[src/design/nehf_pkg.sv]
package nehf_pkg;

  // register map
  localparam int unsigned CFG_IDX_W = 1;
  localparam int unsigned CFG_DATA_W = 16;
  localparam logic [CFG_IDX_W-1:0] REG_VARIANCE_THRESHOLD = 1'd0;
  localparam logic [CFG_IDX_W-1:0] REG_FAILSAFE_ACTION = 1'd1;

  // failsafe action codes
  localparam logic [1:0] ACTION_NONE = 2'd0;
  localparam logic [1:0] ACTION_REPORT = 2'd1;
  localparam logic [1:0] ACTION_HOLD = 2'd2;

  // reset values of the registers
  localparam logic [15:0] THRESHOLD_RESET = 16'd3277;
  localparam logic [1:0] ACTION_RESET = ACTION_HOLD;

  // defaults of the top level parameters
  localparam int unsigned FAIL_LIMIT_DEFAULT = 10;
  localparam logic [31:0] WARN_INTERVAL_MS_DEFAULT = 32'd30000;

  // depth of the queue between classifier and state update
  localparam int unsigned QUEUE_DEPTH = 4;
  localparam int unsigned QUEUE_PTR_W = $clog2(QUEUE_DEPTH);
  localparam int unsigned QUEUE_CNT_W = $clog2(QUEUE_DEPTH + 1);

  // nav_flags bit positions
  localparam int unsigned NAV_INERTIAL = 0;
  localparam int unsigned NAV_ABS_POS = 1;
  localparam int unsigned NAV_REL_POS = 2;
  localparam int unsigned NAV_CONST_POS = 3;

  typedef struct packed {
    logic        origin_set;
    logic        armed;
    logic [15:0] mag_var_x;
    logic [15:0] mag_var_y;
    logic [15:0] mag_var_z;
    logic [15:0] vel_var;
    logic [15:0] pos_var;
    logic        optflow_ok;
    logic [3:0]  nav_flags;
    logic        mode_needs_position;
    logic [31:0] now_ms;
  } item_t;

  typedef struct packed {
    logic ekf_bad;
    logic failsafe_on;
    logic ev_bad_variance;
    logic ev_variance_cleared;
    logic ev_failsafe_enter;
    logic ev_failsafe_exit;
    logic ev_hold_request;
    logic ev_variance_warning;
    logic ev_failsafe_alert;
  } result_t;

  // classified tick handed from the front to the back
  typedef struct packed {
    logic        origin_set;
    logic        reset_state;
    logic        bad_tick;
    logic        needs_pos;
    logic [31:0] now_ms;
  } cmd_t;

endpackage

[src/design/nehf_front.sv]
module nehf_front (
  input  logic               clk_i,
  input  logic               rst_ni,
  input  logic               in_valid_i,
  input  nehf_pkg::item_t    item_i,
  input  logic [15:0]        threshold_i,
  output logic               busy_o,
  output logic               cmd_valid_o,
  output nehf_pkg::cmd_t     cmd_o
);

  logic        s1_valid_q;
  logic [31:0] sq_x_q, sq_y_q, sq_z_q, thr_sq_q;
  logic        vel_ge_q, vel_ge2_q, pos_ge_q, flow_ok_q, pos_ok_q;
  logic        origin_q, reset_state_q, needs_pos_q;
  logic [31:0] now_q;

  logic [16:0] thr_x2;
  logic [33:0] mag_sum;
  logic        mag_hit;
  logic [2:0]  hit_cnt;

  assign thr_x2 = {threshold_i, 1'b0};

  // stage one valid
  always_ff @(posedge clk_i or negedge rst_ni) begin
    if (!rst_ni) begin
      s1_valid_q <= 1'b0;
    end else begin
      s1_valid_q <= in_valid_i;
    end
  end

  // stage one: squares and single compares
  always_ff @(posedge clk_i) begin
    if (in_valid_i) begin
      sq_x_q        <= 32'(item_i.mag_var_x) * 32'(item_i.mag_var_x);
      sq_y_q        <= 32'(item_i.mag_var_y) * 32'(item_i.mag_var_y);
      sq_z_q        <= 32'(item_i.mag_var_z) * 32'(item_i.mag_var_z);
      thr_sq_q      <= 32'(threshold_i) * 32'(threshold_i);
      vel_ge_q      <= item_i.vel_var >= threshold_i;
      vel_ge2_q     <= 17'(item_i.vel_var) >= thr_x2;
      pos_ge_q      <= item_i.pos_var >= threshold_i;
      flow_ok_q     <= item_i.optflow_ok;
      pos_ok_q      <= item_i.nav_flags[nehf_pkg::NAV_INERTIAL]
                       && (item_i.nav_flags[nehf_pkg::NAV_ABS_POS]
                           || item_i.nav_flags[nehf_pkg::NAV_REL_POS])
                       && !item_i.nav_flags[nehf_pkg::NAV_CONST_POS];
      origin_q      <= item_i.origin_set;
      reset_state_q <= !item_i.armed || (threshold_i == 16'd0);
      needs_pos_q   <= item_i.mode_needs_position;
      now_q         <= item_i.now_ms;
    end
  end

  // stage two: compass magnitude and variance count
  always_comb begin
    mag_sum = 34'(sq_x_q) + 34'(sq_y_q) + 34'(sq_z_q);
    mag_hit = mag_sum >= 34'(thr_sq_q);
    hit_cnt = 3'(mag_hit) + 3'(vel_ge_q) + 3'(pos_ge_q);
    if (!flow_ok_q && vel_ge2_q) begin
      hit_cnt = hit_cnt + 3'd2;
    end else if (vel_ge_q) begin
      hit_cnt = hit_cnt + 3'd1;
    end
  end

  assign cmd_valid_o        = s1_valid_q;
  assign cmd_o.origin_set   = origin_q;
  assign cmd_o.reset_state  = reset_state_q;
  assign cmd_o.bad_tick     = (hit_cnt >= 3'd2) || !pos_ok_q;
  assign cmd_o.needs_pos    = needs_pos_q;
  assign cmd_o.now_ms       = now_q;
  assign busy_o             = s1_valid_q;

endmodule

[src/design/nehf_queue.sv]
module nehf_queue (
  input  logic                                clk_i,
  input  logic                                rst_ni,
  input  logic                                wr_en_i,
  input  nehf_pkg::cmd_t                      wr_data_i,
  input  logic                                rd_en_i,
  output logic                                rd_valid_o,
  output nehf_pkg::cmd_t                      rd_data_o,
  output logic [nehf_pkg::QUEUE_CNT_W-1:0]    count_o
);

  nehf_pkg::cmd_t                       mem_q [nehf_pkg::QUEUE_DEPTH];
  logic [nehf_pkg::QUEUE_PTR_W-1:0]     wr_ptr_q, rd_ptr_q;
  logic [nehf_pkg::QUEUE_CNT_W-1:0]     count_q;

  // storage
  always_ff @(posedge clk_i) begin
    if (wr_en_i) begin
      mem_q[wr_ptr_q] <= wr_data_i;
    end
  end

  // pointers and fill count
  always_ff @(posedge clk_i or negedge rst_ni) begin
    if (!rst_ni) begin
      wr_ptr_q <= '0;
      rd_ptr_q <= '0;
      count_q  <= '0;
    end else begin
      if (wr_en_i) begin
        wr_ptr_q <= wr_ptr_q + 1'b1;
      end
      if (rd_en_i) begin
        rd_ptr_q <= rd_ptr_q + 1'b1;
      end
      if (wr_en_i && !rd_en_i) begin
        count_q <= count_q + 1'b1;
      end else if (!wr_en_i && rd_en_i) begin
        count_q <= count_q - 1'b1;
      end
    end
  end

  assign rd_valid_o = count_q != '0;
  assign rd_data_o  = mem_q[rd_ptr_q];
  assign count_o    = count_q;

  a_no_overflow: assert property (@(posedge clk_i) disable iff (!rst_ni)
    !(wr_en_i && !rd_en_i
      && count_q == nehf_pkg::QUEUE_CNT_W'(nehf_pkg::QUEUE_DEPTH)))
    else $error("queue written while full");

  a_no_underflow: assert property (@(posedge clk_i) disable iff (!rst_ni)
    rd_en_i |-> count_q != '0)
    else $error("queue read while empty");

endmodule

[src/design/nehf_back.sv]
module nehf_back #(
  parameter int unsigned  FAIL_LIMIT = nehf_pkg::FAIL_LIMIT_DEFAULT,
  parameter logic [31:0]  WARN_INTERVAL_MS = nehf_pkg::WARN_INTERVAL_MS_DEFAULT
) (
  input  logic              clk_i,
  input  logic              rst_ni,
  input  logic              cmd_valid_i,
  input  nehf_pkg::cmd_t    cmd_i,
  output logic              cmd_take_o,
  input  logic [1:0]        action_i,
  output logic              out_valid_o,
  output nehf_pkg::result_t result_o,
  input  logic              out_take_i
);

  localparam int unsigned CntW = $clog2(FAIL_LIMIT + 1);
  localparam logic [CntW-1:0] Limit = CntW'(FAIL_LIMIT);

  logic [CntW-1:0]   cnt_q, cnt_d;
  logic              bad_q, bad_d;
  logic              fs_q, fs_d;
  logic [31:0]       last_warn_q, last_warn_d;
  logic              out_valid_q;
  nehf_pkg::result_t result_q, res_d;
  logic [CntW:0]     cnt_inc;
  logic [CntW-1:0]   cnt_dec;
  logic [31:0]       since_warn;

  // take a transaction when the output register is free or drains now
  assign cmd_take_o = cmd_valid_i && (!out_valid_q || out_take_i);

  // state update for one tick
  always_comb begin
    cnt_d       = cnt_q;
    bad_d       = bad_q;
    fs_d        = fs_q;
    last_warn_d = last_warn_q;
    res_d       = '0;
    cnt_inc     = {1'b0, cnt_q} + 1'b1;
    cnt_dec     = cnt_q - 1'b1;
    since_warn  = cmd_i.now_ms - last_warn_q;
    if (cmd_i.origin_set) begin
      if (cmd_i.reset_state) begin
        cnt_d = '0;
        bad_d = 1'b0;
        if (fs_q) begin
          fs_d = 1'b0;
          res_d.ev_failsafe_exit = 1'b1;
        end
      end else if (cmd_i.bad_tick) begin
        if (!bad_q) begin
          cnt_d = cnt_inc[CntW-1:0];
          if (cnt_inc >= {1'b0, Limit}) begin
            cnt_d = Limit;
            bad_d = 1'b1;
            res_d.ev_bad_variance = 1'b1;
            if (since_warn > WARN_INTERVAL_MS) begin
              res_d.ev_variance_warning = 1'b1;
              last_warn_d = cmd_i.now_ms;
            end
            if (!fs_q) begin
              fs_d = 1'b1;
              res_d.ev_failsafe_enter = 1'b1;
              if (cmd_i.needs_pos && action_i != nehf_pkg::ACTION_NONE) begin
                res_d.ev_hold_request = action_i != nehf_pkg::ACTION_REPORT;
                res_d.ev_failsafe_alert = 1'b1;
              end
            end
          end
        end
      end else if (cnt_q != '0) begin
        cnt_d = cnt_dec;
        if (bad_q && cnt_dec == '0) begin
          bad_d = 1'b0;
          res_d.ev_variance_cleared = 1'b1;
          if (fs_q) begin
            fs_d = 1'b0;
            res_d.ev_failsafe_exit = 1'b1;
          end
        end
      end
    end
    res_d.ekf_bad     = bad_d;
    res_d.failsafe_on = fs_d;
  end

  // health state
  always_ff @(posedge clk_i or negedge rst_ni) begin
    if (!rst_ni) begin
      cnt_q       <= '0;
      bad_q       <= 1'b0;
      fs_q        <= 1'b0;
      last_warn_q <= '0;
    end else if (cmd_take_o) begin
      cnt_q       <= cnt_d;
      bad_q       <= bad_d;
      fs_q        <= fs_d;
      last_warn_q <= last_warn_d;
    end
  end

  // output register valid
  always_ff @(posedge clk_i or negedge rst_ni) begin
    if (!rst_ni) begin
      out_valid_q <= 1'b0;
    end else if (cmd_take_o) begin
      out_valid_q <= 1'b1;
    end else if (out_take_i) begin
      out_valid_q <= 1'b0;
    end
  end

  // output register payload
  always_ff @(posedge clk_i) begin
    if (cmd_take_o) begin
      result_q <= res_d;
    end
  end

  assign out_valid_o = out_valid_q;
  assign result_o    = result_q;

  a_failsafe_needs_bad: assert property (@(posedge clk_i) disable iff (!rst_ni)
    fs_q |-> bad_q)
    else $error("failsafe active without bad-variance flag");

  a_bad_needs_count: assert property (@(posedge clk_i) disable iff (!rst_ni)
    bad_q |-> (cnt_q != '0 && cnt_q <= Limit))
    else $error("bad-variance flag with counter out of range");

endmodule

[src/design/nav_estimator_health_failsafe.sv]
// Estimator health failsafe. One tick is taken per clock cycle while full is
// low; its result reaches the result ports through these registers in turn:
// the classifier registers its squares and compares at the accepting edge,
// the four-entry queue then takes the classified tick, and the output
// register behind the state update loads it once that register is free or
// being popped. The sustained rate of one tick per cycle is set by the counter
// and flag update in the back end; full rises only when the output side
// stalls long enough to fill the queue. Configuration writes take effect at
// once and should be made only while no tick is in flight.
module nav_estimator_health_failsafe #(
  parameter int unsigned  FAIL_LIMIT = nehf_pkg::FAIL_LIMIT_DEFAULT,
  parameter logic [31:0]  WARN_INTERVAL_MS = nehf_pkg::WARN_INTERVAL_MS_DEFAULT
) (
  input  logic                                clk_i,
  input  logic                                rst_ni,
  input  logic                                push,
  output logic                                full,
  input  nehf_pkg::item_t                     item_i,
  output logic                                empty,
  input  logic                                pop,
  output nehf_pkg::result_t                   result_o,
  input  logic                                cfg_we_i,
  input  logic [nehf_pkg::CFG_IDX_W-1:0]      cfg_idx_i,
  input  logic [nehf_pkg::CFG_DATA_W-1:0]     cfg_data_i
);

  logic [15:0]                      threshold_q;
  logic [1:0]                       action_q;
  logic                             in_take;
  logic                             front_busy;
  logic                             cmd_valid;
  nehf_pkg::cmd_t                   cmd, q_cmd;
  logic                             q_valid, q_take;
  logic [nehf_pkg::QUEUE_CNT_W-1:0] q_count;
  logic                             out_valid;
  logic                             out_take;

  // configuration registers
  always_ff @(posedge clk_i or negedge rst_ni) begin
    if (!rst_ni) begin
      threshold_q <= nehf_pkg::THRESHOLD_RESET;
      action_q    <= nehf_pkg::ACTION_RESET;
    end else if (cfg_we_i) begin
      unique case (cfg_idx_i)
        nehf_pkg::REG_VARIANCE_THRESHOLD: threshold_q <= cfg_data_i[15:0];
        nehf_pkg::REG_FAILSAFE_ACTION:    action_q    <= cfg_data_i[1:0];
        default: ;
      endcase
    end
  end

  // room for every transaction already in the classifier
  assign full    = ({1'b0, q_count} + 4'(front_busy))
                   >= 4'(nehf_pkg::QUEUE_DEPTH);
  assign in_take = push && !full;

  nehf_front u_front (
    .clk_i       (clk_i),
    .rst_ni      (rst_ni),
    .in_valid_i  (in_take),
    .item_i      (item_i),
    .threshold_i (threshold_q),
    .busy_o      (front_busy),
    .cmd_valid_o (cmd_valid),
    .cmd_o       (cmd)
  );

  nehf_queue u_queue (
    .clk_i      (clk_i),
    .rst_ni     (rst_ni),
    .wr_en_i    (cmd_valid),
    .wr_data_i  (cmd),
    .rd_en_i    (q_take),
    .rd_valid_o (q_valid),
    .rd_data_o  (q_cmd),
    .count_o    (q_count)
  );

  nehf_back #(
    .FAIL_LIMIT       (FAIL_LIMIT),
    .WARN_INTERVAL_MS (WARN_INTERVAL_MS)
  ) u_back (
    .clk_i       (clk_i),
    .rst_ni      (rst_ni),
    .cmd_valid_i (q_valid),
    .cmd_i       (q_cmd),
    .cmd_take_o  (q_take),
    .action_i    (action_q),
    .out_valid_o (out_valid),
    .result_o    (result_o),
    .out_take_i  (out_take)
  );

  assign empty    = !out_valid;
  assign out_take = pop && out_valid;

endmodule

[config.mk]
export PLATFORM = sky130hd
export DESIGN_NAME = nav_estimator_health_failsafe
export DESIGN_NICKNAME = d
export VERILOG_FILES = /design/src/design/nehf_pkg.sv /design/src/design/nehf_front.sv /design/src/design/nehf_queue.sv /design/src/design/nehf_back.sv /design/src/design/nav_estimator_health_failsafe.sv
export SDC_FILE = /design/constraint.sdc
export NUM_CORES = 2
export LEC_CHECK = 0
export BUFFER_PORTS_ARGS = -buffer_cell sky130_fd_sc_hd__buf_2
export CORE_MARGIN = 2
export CORE_UTILIZATION = 43
export CTS_BUF_LIST = sky130_fd_sc_hd__clkbuf_4 sky130_fd_sc_hd__clkbuf_8
export CTS_CLUSTER_SIZE = 12
export DETAILED_ROUTE_END_ITERATION = 7
export HOLD_SLACK_MARGIN = 0.15
export SLEW_MARGIN = 15
export SYNTH_ARGS = -nofsm -noshare
export SYNTH_HDL_FRONTEND = slang
export SYNTH_SLANG_ARGS = --single-unit
[constraint.sdc]
create_clock -name clk_i -period 12.4 [get_ports clk_i]
set_input_delay 2.48 -clock clk_i [delete_from_list [all_inputs] [get_ports clk_i]]
set_output_delay 2.48 -clock clk_i [all_outputs]
set_load 0.01 [all_outputs]
==> metrics.csv <==
stage,metric,value,unit
yosys,Syn Nets,6381,
setup_path,R2R depth,33,
yosys,Netlist cell types,82,
sta,clock skew,0.0468,ns
cells_and_area,Layout Nets,6484,
setup_path,WS Path Type,reg -> reg,
route,DRT antenna net count,0,
yosys,most common cell in the synthesized netlist,inv_1,
setup_path,Worst R2R End,u_queue.mem_q[1][33],
setup_path,"Largest stage delay, worst path",0.58,ns
floorplan,standard-cell rows,124,
yosys,Async SR Flop Fraction,0.170,
floorplan,Initial Util,0.433,
place,pre-CTS setup slack,3.37,ns
setup_path,WP data arrival,8.87,ns
sta,"Hold Vio Cnt, Final",0,
floorplan,Ports,153,
sta,Final Slew Violations,0,
sta,endpoints failing setup,0,
sta,Slew @ Worst Pin,1.12,ns
status,status,finished clean,
clocking,clk sinks,382,
yosys,mapped cell area,49300,µm²
yosys,Synth top area share,0.268,
route,Avg WL per Cell,16.9,µm
setup_path,CP max stage cell,o221ai_1,
floorplan,core area,114000,µm²
route,Routed WL,113000,µm
clocking,maximum clock path buffer count,3,
yosys,flop and latch count out of synthesis,382,
sta,Rel. slew slack,0.253,
yosys,Synth Area in XOR/XNOR,0.0346,
yosys,Synth Instances,5002,
yosys,Area contributors post-synth,"fa_1 27%, edfxtp_1 19%, ha_1 15%",
yosys,post-synthesis simple-gate area fraction,0.114,
cells_and_area,Area Growth Syn to Fin,7.66,%
yosys,"Avg Cell Area, Syn",9.86,µm²
grt,GRT Util Overall,0.199,
floorplan,Die X-Extent,343,µm
sta,PnR worst setup slack,3.88,ns
clocking,CTS tree,built,
clocking,TritonCTS buffer count,70,
yosys,adder-cell area share of the yosys netlist,0.414,
yosys,top_reg_cell synth,edfxtp_1,
setup_path,Crit. Startpoint,u_front.sq_y_q[3],
yosys,Post-synth top cells,"1103 x inv_1, 661 x fa_1, 576 x ha_1",
grt,initial antenna violation count,5,
route,DRC,0,
sta,Final period util,0.687,
route,Iteration-0 DRC Markers,1646,
setup_path,startpoint types,flip-flop,
grt,first-pass GRT wire length,187000,µm
route,via count,34300,
sta,Max Fclk,117,MHz
sta,setup tns final,0,ns
floorplan,Die Area,117000,µm²
job,MaxCap Viol Count,0,
grt,GRT overflow,0,
route,drt pass-1 iters,5,
place,number of port buffers,152,
clocking,Clock transition at path regs,0.06,ns
yosys,main combinational cell family by area after synthesis,adder cells,
clocking,worst skew pair latency,0.68,ns
setup_path,CP most frequent cell,ha_1,
cells_and_area,Final Cell Area,53100,µm²
yosys,"area leader, netlist",fa_1,
setup_path,Critical Path Sink,u_queue.mem_q[1][33],
grt,vias in the first global route,36300,
cells_and_area,layout cells sized above 1,0.0802,
grt,largest net degree at the start of global routing,89,
clocking,Post-CTS Setup Bufs,0,
route,via-per-instance ratio,5.14,
yosys,"EDFF count, synth",317,
sta,fin crit period,8.52,ns
place,Placement Cell Area,51600,µm²
yosys,post-synthesis sequential area ratio,0.226,
yosys,multiplexer share of the synthesized area,0.0199,
sta,RSZ-0062 raised after global routing,no,
setup_path,critical path peak fanout,5,
setup_path,reg2reg start,u_front.sq_y_q[3],
setup_path,Worst Setup End Kind,flip-flop,
clocking,H-Tree Depth,3,
place,gpl congestion,0.877,
clocking,"Hold-fix buffers, CTS",0,
clocking,# resized after CTS,0,
hold_path,worst hold path type,reg -> reg,
place,HPWL after detailed placement,90500,µm
setup_path,worst endpoint required time,12.75,ns
floorplan,Die Ht,343,µm
clocking,clock root buffer,clkbuf_8,
yosys,post-synthesis compound-gate area fraction,0.0955,
yosys,YS warnings,0,
setup_path,R2R Setup Slk,3.88,ns
[per-layer routing]
| layer | global-route usage | vias up | wire (µm) |
|---|---|---|---|
| met4 | 0.0493 | 2 | 2500 |
| li1 | - | 16400 | - |
| met3 | 0.0200 | 154 | 3610 |
| met5 | 0 | - | 11 |
| met2 | 0.360 | 599 | 58600 |
| met1 | 0.253 | 17100 | 48300 |
[per-stage QoR]
step | hold slack [ns] | util | instances
2_1_floorplan | 0.459 | - | 5002
3_5_place_dp | 0.484 | 0.453 | 6545
6_report | 0.494 | 0.466 | 6674
4_1_cts | 0.491 | 0.466 | 6671
5_1_grt | 0.507 | 0.466 | 6673
3_3_place_gp | 0.479 | 0.453 | 6545
[cells in the final DEF, fill, tap and decap left out, types with 45 or more instances in the layout]
cell,count
o21a_1,49
dfrtp_1,56
nand4_1,48
o21ai_0,128
xor2_1,66
clkbuf_8,75
ha_1,576
fa_1,661
a21o_1,90
xnor2_1,128
nand3_1,45
nor2_1,309
buf_2,152
inv_1,1103
and2_1,161
edfxtp_1,317
nand2_1,351
and3_1,60
nor3_1,56
a21oi_1,245
[logic make-up (layout without fill, tap and decap cells)]
kind of cell	count (synthesis)	in the layout
flip-flops	382	382
XOR/XNOR	195	195
AND/OR/NAND/NOR	1171	1171
multiplexers	52	52
adder cells (fa/ha/maj)	1237	1237
buffers and inverters	1246	1403
other	0	3
AO/OA/AOI/OAI	719	719
[cell type report]
| cell class | count | area [µm²] |
|---|---|---|
| multi-input combinational | 3374 | 33500 |
| clock buffer | 100 | 1220 |
| clock inverter | 26 | 280 |
| inverter | 1111 | 4170 |
| antenna | 3 | 7.51 |
| fill | 10900 | 60900 |
| sequential | 382 | 11200 |
| timing repair buffer | 166 | 866 |
| tap | 1512 | 1890 |
[worst max-delay path, delay by kind of cell (launching register included)]
kind / cells / cell delay [ns]
AOI/OAI and AO/OA: 17 / 4.18
xor gates and xnor gates: 2 / 0.40
adders and majority gates: 6 / 1.98
buffers and inverters: 1 / 0.08
DFF: 1 / 0.38
and+or+nand+nor: 7 / 1.19
[registers in the layout (all words and copies together) (netlist names), 3 cells and up]
signal and count:
u_queue.mem_q 144, u_back.last_warn_q 32, u_front.now_q 32, u_front.sq_x_q 31
u_front.sq_y_q 31, u_front.sq_z_q 31, u_front.thr_sq_q 31, threshold_q 16
u_back.result_o 9, u_back.cnt_q 4, u_queue.count_o 3
[worst min path at each step]
stage                             startpoint                    to  slack, ns  depth (start not counted)
after floorplan             u_front.now_q[0]   u_queue.mem_q[0][0]       0.46                          0
after global placement    u_queue.count_o[2]    u_queue.count_o[2]       0.48                          1
after detailed placement  u_queue.count_o[2]    u_queue.count_o[2]       0.48                          1
after CTS                 u_queue.count_o[2]    u_queue.count_o[2]       0.49                          1
after global routing      u_queue.count_o[2]    u_queue.count_o[2]       0.51                          1
final                      u_front.now_q[24]  u_queue.mem_q[2][24]       0.49                          0
Power is left out: the tool's default activity adds up to more than one toggle a clock period on the data nets, which glitch-free logic cannot reach.
